### src/design/assert_macros.svh
// Assertion macros included by the top-level design file.
`ifndef ASSERT_MACROS_SVH
`define ASSERT_MACROS_SVH

// Same-cycle implication, sampled on clk, off during reset.
`define ASSERT_IMPL(label, ante, cons, msg) \
    label: assert property (@(posedge clk) disable iff (!rst_n) (ante) |-> (cons)) \
        else $error(msg);

// Next-cycle implication, sampled on clk, off during reset.
`define ASSERT_NEXT(label, ante, cons, msg) \
    label: assert property (@(posedge clk) disable iff (!rst_n) (ante) |=> (cons)) \
        else $error(msg);

`endif

### src/design/mcsp_pkg.sv
// Package: pan codes, per-item setup struct and small arithmetic helpers.
package mcsp_pkg;

    localparam int SLOTS         = 15;
    localparam int MAX_CHIPS_DEF = 15;
    localparam int CODES_W       = 2 * SLOTS;

    // pan codes
    localparam logic [1:0] PAN_L    = 2'd0;
    localparam logic [1:0] PAN_C    = 2'd1;
    localparam logic [1:0] PAN_R    = 2'd2;
    localparam logic [1:0] PAN_NONE = 2'd3;

    // layouts
    localparam logic [1:0] LAY_STD   = 2'd0;
    localparam logic [1:0] LAY_LCR   = 2'd1;
    localparam logic [1:0] LAY_CFST  = 2'd2;
    localparam logic [1:0] LAY_ALLC  = 2'd3;

    // modes
    localparam logic [1:0] MODE_DIRECT  = 2'd0;
    localparam logic [1:0] MODE_REVERSE = 2'd1;
    localparam logic [1:0] MODE_GROUP   = 2'd2;
    localparam logic [1:0] MODE_SPREAD  = 2'd3;

    // group-mode block rules
    localparam logic [3:0] GROUP_SPLIT = 4'd9;  // one group up to this count
    localparam logic [3:0] GROUP_HEAD  = 4'd6;  // first group size above it
    localparam logic [3:0] TRIPLE_RUN  = 4'd3;  // odd center-first runs of three
    localparam logic [3:0] PAIR_COUNT  = 4'd2;

    // derived per-item values, registered once before the slot sweep
    typedef struct packed {
        logic [1:0] layout;
        logic [1:0] mode;
        logic [3:0] n;      // clamped chip count
        logic [3:0] lc3;    // n / 3
        logic [3:0] cc;     // n - 2 * lc3
        logic [3:0] g1;     // group mode, first group size
        logic [3:0] lca;
        logic [3:0] cca;
        logic [3:0] lcb;
        logic [3:0] ccb;
        logic       all_c;  // one chip or fully centered
    } setup_t;

    // v / 3 for v < 32 via reciprocal: v * 11 >> 5 is exact in that range
    function automatic logic [3:0] div3(input logic [4:0] v);
        logic [8:0] p;
        p = 9'(v) * 9'd11;
        return p[8:5];
    endfunction

    function automatic logic [1:0] mod3(input logic [3:0] v);
        logic [5:0] t;
        t = 6'(div3({1'b0, v})) * 6'd3;
        return 2'(6'(v) - t);
    endfunction

endpackage

### src/design/mcsp_slot_code.sv
// Slot code unit: pan code of one slot from the per-item setup.
module mcsp_slot_code (
    input  mcsp_pkg::setup_t   setup,
    input  logic [3:0]         slot_idx,
    output logic [1:0]         code
);
    import mcsp_pkg::*;

    logic [3:0] k;
    logic [3:0] j_cf;     // offset past the center block
    logic [3:0] j_grp;    // offset inside the active LCR group
    logic [3:0] grp_lc;
    logic [3:0] grp_cc;
    logic [3:0] lc_cc;
    logic [3:0] two_lc;
    logic [3:0] half_up;
    logic [3:0] j_tail;
    logic [1:0] k_mod3;

    always_comb
    begin
        k       = slot_idx;
        j_cf    = 4'(k - setup.cc);
        lc_cc   = 4'(setup.lc3 + setup.cc);
        two_lc  = 4'({setup.lc3, 1'b0});
        half_up = 4'(({1'b0, setup.n} + 5'd1) >> 1);
        k_mod3  = mod3(k);
        j_tail  = 4'(j_cf - 4'(PAIR_COUNT * TRIPLE_RUN));
        if (k < setup.g1)
        begin
            j_grp  = k;
            grp_lc = setup.lca;
            grp_cc = setup.cca;
        end
        else
        begin
            j_grp  = 4'(k - setup.g1);
            grp_lc = setup.lcb;
            grp_cc = setup.ccb;
        end

        code = PAN_C;
        if (k >= setup.n)
            code = PAN_NONE;
        else if (setup.all_c)
            code = PAN_C;
        else
        begin
            case (setup.mode)
                MODE_DIRECT:
                begin
                    case (setup.layout)
                        LAY_STD:  code = k[0] ? PAN_R : PAN_L;
                        LAY_LCR:  code = k_mod3;
                        LAY_CFST: code = (k < setup.cc) ? PAN_C : (j_cf[0] ? PAN_R : PAN_L);
                        default:  code = PAN_C;
                    endcase
                end
                MODE_REVERSE:
                begin
                    case (setup.layout)
                        LAY_STD:  code = k[0] ? PAN_L : PAN_R;
                        LAY_LCR:  code = (k_mod3 == PAN_L) ? PAN_R :
                                         (k_mod3 == PAN_R) ? PAN_L : PAN_C;
                        // swapped sides moved ahead, center block moved behind
                        LAY_CFST: code = (k < two_lc) ? (k[0] ? PAN_L : PAN_R) : PAN_C;
                        default:  code = PAN_C;
                    endcase
                end
                MODE_GROUP:
                begin
                    case (setup.layout)
                        LAY_STD:
                            if (setup.n == 4'(PAIR_COUNT))
                                code = k[0] ? PAN_R : PAN_L;
                            else
                                code = k[1] ? PAN_R : PAN_L;
                        LAY_LCR:
                            if (j_grp < grp_lc)
                                code = PAN_L;
                            else if (j_grp < 4'(grp_lc + grp_cc))
                                code = PAN_C;
                            else
                                code = PAN_R;
                        LAY_CFST:
                            if (k < setup.cc)
                                code = PAN_C;
                            else if (setup.lc3 == 4'd1)
                                code = (j_cf == 4'd0) ? PAN_L : PAN_R;
                            else if (setup.lc3[0])
                            begin
                                // odd side count: runs of three, then pairs
                                if (j_cf < TRIPLE_RUN)
                                    code = PAN_L;
                                else if (j_cf < 4'(PAIR_COUNT * TRIPLE_RUN))
                                    code = PAN_R;
                                else
                                    code = j_tail[1] ? PAN_R : PAN_L;
                            end
                            else
                                code = j_cf[1] ? PAN_R : PAN_L;
                        default: code = PAN_C;
                    endcase
                end
                default:
                begin
                    case (setup.layout)
                        LAY_STD:  code = (k < half_up) ? PAN_L : PAN_R;
                        LAY_LCR:  code = (k < setup.lc3) ? PAN_L :
                                         (k < lc_cc) ? PAN_C : PAN_R;
                        LAY_CFST: code = (k < setup.cc) ? PAN_C :
                                         (k < lc_cc) ? PAN_L : PAN_R;
                        default:  code = PAN_C;
                    endcase
                end
            endcase
        end
    end

endmodule

### src/design/multi_chip_stereo_pan_map.sv
// Top level: multi-chip stereo pan map, one slot per cycle through a shared code unit.
// An input beat passes through a setup state, the 15-slot sweep and a hand-off state that
// moves the result into the output register once that register is free or draining.
// A new item is taken only after the last result has been handed off.
// in_ready is high in idle, also while a finished result waits in the output register.
// Reset (rst_n, async, active low) clears the sequencer state, data registers and out_valid.
module multi_chip_stereo_pan_map #(
    parameter int MAX_CHIPS = mcsp_pkg::MAX_CHIPS_DEF
) (
    input  logic                          clk,
    input  logic                          rst_n,
    input  logic                          in_valid,
    output logic                          in_ready,
    input  logic [1:0]                    layout,
    input  logic [1:0]                    mode,
    input  logic [3:0]                    chip_count,
    output logic                          out_valid,
    input  logic                          out_ready,
    output logic [mcsp_pkg::CODES_W-1:0]  pan_codes,
    output logic [3:0]                    used_count
);
    import mcsp_pkg::*;

    `include "assert_macros.svh"

    typedef enum logic [1:0] {
        ST_IDLE,
        ST_SETUP,
        ST_RUN,
        ST_FINISH
    } state_t;

    localparam logic [3:0] LAST_SLOT = 4'(SLOTS - 1);

    state_t             state_reg, state_next;
    logic [3:0]         slot_reg, slot_next;
    logic [1:0]         layout_reg, layout_next;
    logic [1:0]         mode_reg, mode_next;
    logic [3:0]         count_reg, count_next;
    setup_t             setup_reg, setup_next;
    logic [CODES_W-1:0] acc_reg, acc_next;
    logic               out_valid_reg, out_valid_next;
    logic [CODES_W-1:0] codes_reg, codes_next;
    logic [3:0]         used_reg, used_next;

    // setup arithmetic on 4-bit values, widened to 5 bits for the divide by three
    setup_t     setup_calc;
    logic [3:0] n_clamp;
    logic [3:0] g2;
    logic [1:0] slot_code;
    logic       in_beat;
    logic       out_beat;

    assign in_ready  = (state_reg == ST_IDLE);
    assign in_beat   = in_valid && in_ready;
    assign out_beat  = out_valid_reg && out_ready;
    assign out_valid = out_valid_reg;
    assign pan_codes = codes_reg;
    assign used_count = used_reg;

    always_comb
    begin
        n_clamp = (count_reg > 4'(MAX_CHIPS)) ? 4'(MAX_CHIPS) : count_reg;
        setup_calc.layout = layout_reg;
        setup_calc.mode   = mode_reg;
        setup_calc.n      = n_clamp;
        setup_calc.lc3    = div3({1'b0, n_clamp});
        setup_calc.cc     = 4'(n_clamp - {setup_calc.lc3[2:0], 1'b0});
        setup_calc.g1     = (n_clamp <= GROUP_SPLIT) ? n_clamp : GROUP_HEAD;
        g2                = 4'(n_clamp - setup_calc.g1);
        // group size g: lc = (g + 1) / 3, cc = g - 2 * lc
        setup_calc.lca    = div3(5'(setup_calc.g1) + 5'd1);
        setup_calc.cca    = 4'(setup_calc.g1 - {setup_calc.lca[2:0], 1'b0});
        setup_calc.lcb    = div3(5'(g2) + 5'd1);
        setup_calc.ccb    = 4'(g2 - {setup_calc.lcb[2:0], 1'b0});
        setup_calc.all_c  = (n_clamp == 4'd1) || (layout_reg == LAY_ALLC);
    end

    // shared slot code unit
    mcsp_slot_code u_slot (
        .setup    (setup_reg),
        .slot_idx (slot_reg),
        .code     (slot_code)
    );

    always_comb
    begin
        state_next     = state_reg;
        slot_next      = slot_reg;
        layout_next    = layout_reg;
        mode_next      = mode_reg;
        count_next     = count_reg;
        setup_next     = setup_reg;
        acc_next       = acc_reg;
        codes_next     = codes_reg;
        used_next      = used_reg;
        out_valid_next = out_beat ? 1'b0 : out_valid_reg;

        case (state_reg)
            ST_IDLE:
            begin
                if (in_beat)
                begin
                    layout_next = layout;
                    mode_next   = mode;
                    count_next  = chip_count;
                    state_next  = ST_SETUP;
                end
            end
            ST_SETUP:
            begin
                setup_next = setup_calc;
                acc_next   = '1;          // every slot starts unused
                slot_next  = 4'd0;
                state_next = ST_RUN;
            end
            ST_RUN:
            begin
                acc_next[{slot_reg, 1'b0} +: 2] = slot_code;
                slot_next = 4'(slot_reg + 4'd1);
                if (slot_reg == LAST_SLOT)
                    state_next = ST_FINISH;
            end
            ST_FINISH:
            begin
                // hand off once the output register is free or draining
                if (!out_valid_reg || out_ready)
                begin
                    codes_next     = acc_reg;
                    used_next      = setup_reg.n;
                    out_valid_next = 1'b1;
                    state_next     = ST_IDLE;
                end
            end
            default:
            begin
                state_next = ST_IDLE;
            end
        endcase
    end

    always_ff @(posedge clk or negedge rst_n)
    begin
        if (!rst_n)
        begin
            state_reg     <= ST_IDLE;
            slot_reg      <= 4'd0;
            out_valid_reg <= 1'b0;
            layout_reg    <= '0;
            mode_reg      <= '0;
            count_reg     <= '0;
            setup_reg     <= '0;
            acc_reg       <= '0;
            codes_reg     <= '0;
            used_reg      <= '0;
        end
        else
        begin
            state_reg     <= state_next;
            slot_reg      <= slot_next;
            out_valid_reg <= out_valid_next;
            layout_reg    <= layout_next;
            mode_reg      <= mode_next;
            count_reg     <= count_next;
            setup_reg     <= setup_next;
            acc_reg       <= acc_next;
            codes_reg     <= codes_next;
            used_reg      <= used_next;
        end
    end

    // a taken beat keeps the block busy for the setup cycle
    `ASSERT_NEXT(a_busy_after_beat, in_beat, !in_ready, "in_ready high right after input beat")

    // the sweep ends on the last slot
    `ASSERT_NEXT(a_sweep_end, (state_reg == ST_RUN) && (slot_reg == LAST_SLOT),
        state_reg == ST_FINISH, "slot sweep did not finish")

    // reported count never exceeds the clamp
    `ASSERT_IMPL(a_count_clamped, out_valid, used_count <= 4'(MAX_CHIPS),
        "used_count above MAX_CHIPS")

    // no chips: every slot unused
    `ASSERT_IMPL(a_zero_unused, out_valid && (used_count == 4'd0), pan_codes == '1,
        "zero chips but a slot is used")

endmodule

### config.mk
export PLATFORM = sky130hd
export DESIGN_NAME = multi_chip_stereo_pan_map
export DESIGN_NICKNAME = d
export VERILOG_FILES = /design/src/design/mcsp_pkg.sv /design/src/design/mcsp_slot_code.sv /design/src/design/multi_chip_stereo_pan_map.sv
export VERILOG_INCLUDE_DIRS = /design/src /design/src/design
export SDC_FILE = /design/constraint.sdc
export NUM_CORES = 1
export LEC_CHECK = 0
export BUFFER_PORTS_ARGS = -buffer_cell sky130_fd_sc_hd__buf_4
export CELL_PAD_IN_SITES_DETAIL_PLACEMENT = 1
export CELL_PAD_IN_SITES_GLOBAL_PLACEMENT = 1
export CORE_MARGIN = 3
export CORE_UTILIZATION = 50
export CTS_BUF_LIST = sky130_fd_sc_hd__clkbuf_4 sky130_fd_sc_hd__clkbuf_8
export DETAILED_ROUTE_END_ITERATION = 12
export HOLD_SLACK_MARGIN = 0.05
export PLACE_DENSITY = 0.82
export SYNTH_ARGS = -nofsm -noshare
export SYNTH_HDL_FRONTEND = slang
export SYNTH_SLANG_ARGS = --single-unit
export TNS_END_PERCENT = 30
### constraint.sdc
create_clock -name clk -period 6.3 [get_ports clk]
set_clock_uncertainty 0.15 [all_clocks]
set_input_delay 1.89 -clock clk [delete_from_list [all_inputs] [get_ports clk]]
set_output_delay 1.89 -clock clk [all_outputs]
set_load 0.03 [all_outputs]
* After elaboration in Yosys (flattened, before gate mapping)
Index checks and enable logic that the tools add are counted.
Operators by class: multipliers 5, mux-type cells 46, add/sub/neg operators 15, magnitude comparators 13, reduce and logical (&&, ||, !) cells 14, equality and inequality tests 16, shift operators 2
Operator list (count):
- $pmux W30 S2 | 1
- $mux W2 | 28
- $bwmux W30 | 1
- $pmux W2 S3 | 5
- $shift A2 B7 Y30 const A | 1
- $shiftx A2 B7 Y30 | 1
- $lt A4 B4 Y1 | 7
- $sub A4 B4 Y4 | 6
- $mux W4 | 5
- $mul A5 B4 Y9 const B | 2
- $mul A4 B4 Y8 const B | 2
- $add A4 B1 Y5 const B | 3
- $eq A2 B2 Y1 const B | 6
- $logic_not A2 Y1 | 4
- $pmux W2 S4 | 1
- $pmux W4 S2 | 1
- $neg A5 Y7 | 1
- $eq A2 B1 Y1 const B | 3
- $add A3 B4 Y4 | 1
- $add A4 B1 Y4 const B | 1
- $add A4 B4 Y4 | 1
- $eq A4 B1 Y1 const B | 1
- $eq A4 B2 Y1 const B | 1
- $eq A4 B4 Y1 const B | 1
- other kinds (20) | 27
Storage, ports and cells: word-level logic and storage cells 131, input bits 12, register bits after elaboration 115, output and inout bits 36

* Depth between registers and ports, before layout
depth in word-level cells 15, depth in mapped cells 23, depth with buffers taken out 20

* By module
Synthesis repeated with hierarchy kept, for this count alone.
Second synthesis, totals: cells, all modules 708, area total of the unflattened synthesis 7514.7 µm²
Modules (own cells, without submodules):
- multi_chip_stereo_pan_map | instances 1, area an instance 5768.0 µm², cells an instance 493, sequential area each 2827.7 µm²
- mcsp_slot_code | instances 1, area an instance 1746.7 µm², cells an instance 215, sequential area each 0.0 µm²

* Worst setup path before layout
OpenSTA, ideal clock, no wires.
path kind reg2reg, from reg slot_reg[0], to reg acc_reg[18], library setup time 0.136 ns, cell stages (with the launch flop) 22, buffers on the path 2, arrival 4.616 ns, data required time 6.014 ns, path slack 1.398 ns, clock period less this slack 4.902 ns, path through dfrtp_1 > clkbuf_1 > inv_1 > ha_1 > inv_1 > fa_1 > a21o_1 > a21oi_2 > mux2_2 > ha_1 > maj3_1 > a21oi_1 > xnor2_1 > ha_1 > nand2_1 > nand3b_1 > nor3_1 > a221o_1 > and3_1 > o2bb2ai_1 > clkbuf_1 > o21ai_0
On the way: longest elaborated chain between the ends 15, elaborated cells between the ends (all ways) 59, classes of those cells 6 x add/sub; 2 x mul; 11 x order compare; 1 x eq/ne; 2 x shift; 35 x mux; 2 x reduce/logical
RTL lines:
- start, declared | RTL line multi_chip_stereo_pan_map.sv:36 | logic [3:0] slot_reg, slot_next;
- start signal, assigned | RTL line multi_chip_stereo_pan_map.sv:160 | slot_reg <= slot_next;
- parallel branches: the longest is 13 deep, another holds $mul A4 B4 Y8
- $bwmux W30 (*) | RTL line multi_chip_stereo_pan_map.sv:119 | acc_next[{slot_reg, 1'b0} +: 2] = slot_code;
- $pmux W30 S2 (*) | RTL line multi_chip_stereo_pan_map.sv:99 | case (state_reg)
- end signal, assigned | RTL line multi_chip_stereo_pan_map.sv:166 | acc_reg <= acc_next;
- end, declared | RTL line multi_chip_stereo_pan_map.sv:41 | logic [CODES_W-1:0] acc_reg, acc_next;
Mark *: on every way between the ends. A chain may end at the register's enable or synchronous reset.

* Worst setup path in the final report
from reg slot_reg[0], to reg acc_reg[27]
Same word-level chain as after synthesis.

==> reports/results.txt <==
The run finished with clean final reports. Mean cell area of the mapped netlist: 10.2 µm². The total DRC errors in the routed layout was 0; the async set-or-reset flop fraction in the synthesized netlist was 1.00. For this run, the post-layout net count is 896.

The most critical setup path has its endpoint at acc_reg[27]. The reported leakage power was 3.73 nW; the CTS sink count was 113. The cell taking the most area after synthesis was sky130_fd_sc_hd__dfrtp_1. The endpoint identified for the worst register-to-register timing path is acc_reg[27]. Number of distinct library cell variants in the gate-level netlist after synthesis: 58. Yosys synthesis warning count: 0. Data on the critical path arrives at its endpoint at 5.49 ns. The design draws 5.06 mW. The max-slew violation total from the final report came out at 0.

Sequential cell area fraction in the yosys report: 0.378. Setup violations remaining at the end of the flow were counted as 0. The remaining max-slew budget at the tightest pin is 0.355. After clock tree synthesis, the clock-pin slew on the worst setup and hold paths is 0.08 ns. For the number of buffers added by the clock tree synthesis step, the log shows 17.

Entering global routing, the biggest net connects 76 pins. The routed layout has 5599 vias. The number of H-tree levels is 4, and the number of setup buffers added after CTS is 0. The tools report the aggregate global routing overflow as 0. The number of flip-flops under the largest register name works out to 34. The number of gates resized after CTS was 0. Clock root buffer master: sky130_fd_sc_hd__clkbuf_8.

The die is 128 µm wide. VDD sags by at most 0.486 mV. The die covers 0.0165 mm². The number of global-route vias before repair was 6218; the via density per instance was 5.74. The number of buffers inserted by port buffering was 47; the slack of the worst reg-to-reg path was 1.01 ns. The largest fanout of any net on the critical path is 15, and the number of top-level pins is 48.

At the end of routability-driven placement, the weighted congestion stood at 0.809. For the worst flop-to-flop path, the logic depth is 19. At the pin with the least slew margin, the transition time is 0.967 ns.

The main flop type after synthesis is sky130_fd_sc_hd__dfrtp_1. Detailed placement ended at an HPWL of 13700 µm. Data on the critical path is required at its endpoint by 6.50 ns. The number of enable-type register cells in the synthesized netlist was 0; the final total negative setup slack was 0 ns. In the final routed layout, each cell accounts on average for 18.7 µm. The DRC violation total after the first TritonRoute iteration is 191. Hold repair after CTS inserted 0 buffers. The critical path is of the flip-flop to flip-flop type. The core region is 0.0146 mm². Synthesis handed over a netlist of 731 instances.

The worst-skew pair later-pin latency came out at 0.45 ns. The total of max-cap violations was 0. TritonCTS built the clock tree. The run gives 44 as the count of standard-cell rows. Starting density of the core: 0.513. The repair_antennas step left the layout with diodes totalling 0.

Ranked by total cell area, the synthesized netlist is headed by sky130_fd_sc_hd__dfrtp_1, sky130_fd_sc_hd__ha_1, sky130_fd_sc_hd__mux2_2. The number of placed instances, taps included, is 943. The run gives 0.189 GHz as the upper clock frequency limit. The library cells used most frequently in the layout, excluding fill and tap cells, are sky130_fd_sc_hd__dfrtp_1, sky130_fd_sc_hd__ha_1, sky130_fd_sc_hd__o21ai_0, sky130_fd_sc_hd__buf_4, sky130_fd_sc_hd__inv_1. Relative to the synthesized area, the layout overhead comes to 12.0%.

The number of antenna violations at the first check in global routing came out at 0. The library cell used most frequently in the layout, excluding fill and tap cells, is sky130_fd_sc_hd__dfrtp_1. For the global-route usage over all layers, the log shows 0.235. The critical path starts at slot_reg[0]. The run gives 975 as the number of standard cells in the final layout excluding fillers.

The area share of the largest cell type after synthesis came out at 0.378. In this run the worst hold path is classified as flip-flop to flip-flop. Setup repair after global routing left no endpoint under its margin.

Counting flops and latches in the post-synthesis netlist gives 113. For the worst setup margin, the log shows 1.01 ns. First-pass iteration count of the detailed router: 4. The fraction of the cycle the final worst path needs is 0.839, and the hold violation total from the final report is 0. The post-synthesis cell area is 0.00748 mm². In this run the critical register-to-register path is launched from slot_reg[0]. The capturing element type of the critical path is a flip-flop. For the wire length of the first global-routing pass, the log shows 30700 µm. Once detail routing completed, the nets flagged for antenna violations numbered 0. The fraction of final layout cells with drive strength greater than 1 came out at 0.210. Kind of start point of the critical path: a flip-flop. Prior to clock tree synthesis, the placed netlist has a worst setup slack of 1.03 ns. Wires add up to 18200 µm. The run gives 2 as the number of buffers between clock root and the deepest sink. The power density relative to cell area was 604 mW/mm²; the die extent in y was 128 µm. The minimum clock period works out to 5.29 ns.
[how the worst min path moves through the flow]
stage                     to  slack [ns]  depth (start not counted)     startpoint
2_1_floorplan    mode_reg[0]        0.32                          1    mode_reg[0]
3_3_place_gp   used_count[0]        0.33                          2  used_count[0]
3_5_place_dp   pan_codes[27]        0.35                          1    acc_reg[27]
4_1_cts        pan_codes[27]        0.36                          1    acc_reg[27]
5_1_grt        pan_codes[28]        0.38                          1  pan_codes[28]
6_report       used_count[0]        0.35                          2  used_count[0]
[report_power, final]
group          total [mW]  switching [mW]  leakage [nW]  internal [mW]
logic                3.27            1.87          2.37           1.40
clock network       0.626           0.344         0.180          0.282
registers            1.16           0.218          1.18          0.939
[critical path, cell delays in order (launching register included)]
cell,delay [ns]
sky130_fd_sc_hd__dfrtp_1,0.39
sky130_fd_sc_hd__inv_1,0.29
sky130_fd_sc_hd__ha_1,0.21
sky130_fd_sc_hd__inv_1,0.06
sky130_fd_sc_hd__fa_1,0.40
sky130_fd_sc_hd__a21o_1,0.21
sky130_fd_sc_hd__a21oi_2,0.38
sky130_fd_sc_hd__mux2_2,0.40
sky130_fd_sc_hd__ha_1,0.23
sky130_fd_sc_hd__maj3_1,0.35
sky130_fd_sc_hd__a21oi_1,0.20
sky130_fd_sc_hd__xnor2_1,0.11
sky130_fd_sc_hd__ha_1,0.32
sky130_fd_sc_hd__nand2_1,0.07
sky130_fd_sc_hd__nand3b_1,0.10
sky130_fd_sc_hd__nor3_1,0.06
sky130_fd_sc_hd__a221o_1,0.33
sky130_fd_sc_hd__o2111ai_2,0.25
sky130_fd_sc_hd__nand4_4,0.36
sky130_fd_sc_hd__o31ai_1,0.33
[area by class of cell]
class | count | area, µm²
Fill cell | 1614 | 6220
Multi-Input combinational cell | 533 | 4320
Sequential cell | 113 | 2830
Timing Repair Buffer | 57 | 428
Clock buffer | 17 | 234
Tap cell | 184 | 230
Inverter | 56 | 210
Clock inverter | 15 | 124
[kinds of logic after synthesis]
kind of cell,synth area share
adder cells (fa/ha/maj),0.187
multiplexers,0.0989
XOR/XNOR,0.0433
other,0.00100
AND/OR/NAND/NOR,0.107
buffers and inverters,0.0457
AO/OA/AOI/OAI,0.139
flip-flops,0.378
[metal layers]
layer,up-vias,global-route usage,wire length (µm)
met5,-,0,0
met4,0,0.0762,295
met3,29,0.0367,460
met2,88,0.421,9420
met1,2808,0.287,8030
li1,2674,-,-
[cells in the mapped netlist, drive strengths merged (8+ instances only)]
| library cell | count |
|---|---|
| inv | 56 |
| xnor2 | 24 |
| nand2b | 10 |
| nor2b | 13 |
| ha | 98 |
| xor2 | 13 |
| a31oi | 8 |
| o21ai | 57 |
| nand2 | 48 |
| nand3 | 16 |
| fa | 8 |
| nor3 | 23 |
| clkbuf | 22 |
| buf | 9 |
| mux2i | 12 |
| dfrtp | 113 |
| nor2 | 33 |
| a21oi | 33 |
| a21o | 9 |
| mux2 | 55 |
[per-stage QoR]
step	area, µm²	utilization	hold WS [ns]
final	8370	0.574	0.353
after global routing	8370	0.574	0.376
after CTS	8370	0.574	0.363
after detailed placement	8010	0.549	0.347
after global placement	8010	0.549	0.331
after floorplan	7480	-	0.324
Power figures use the tool's default switching activity.
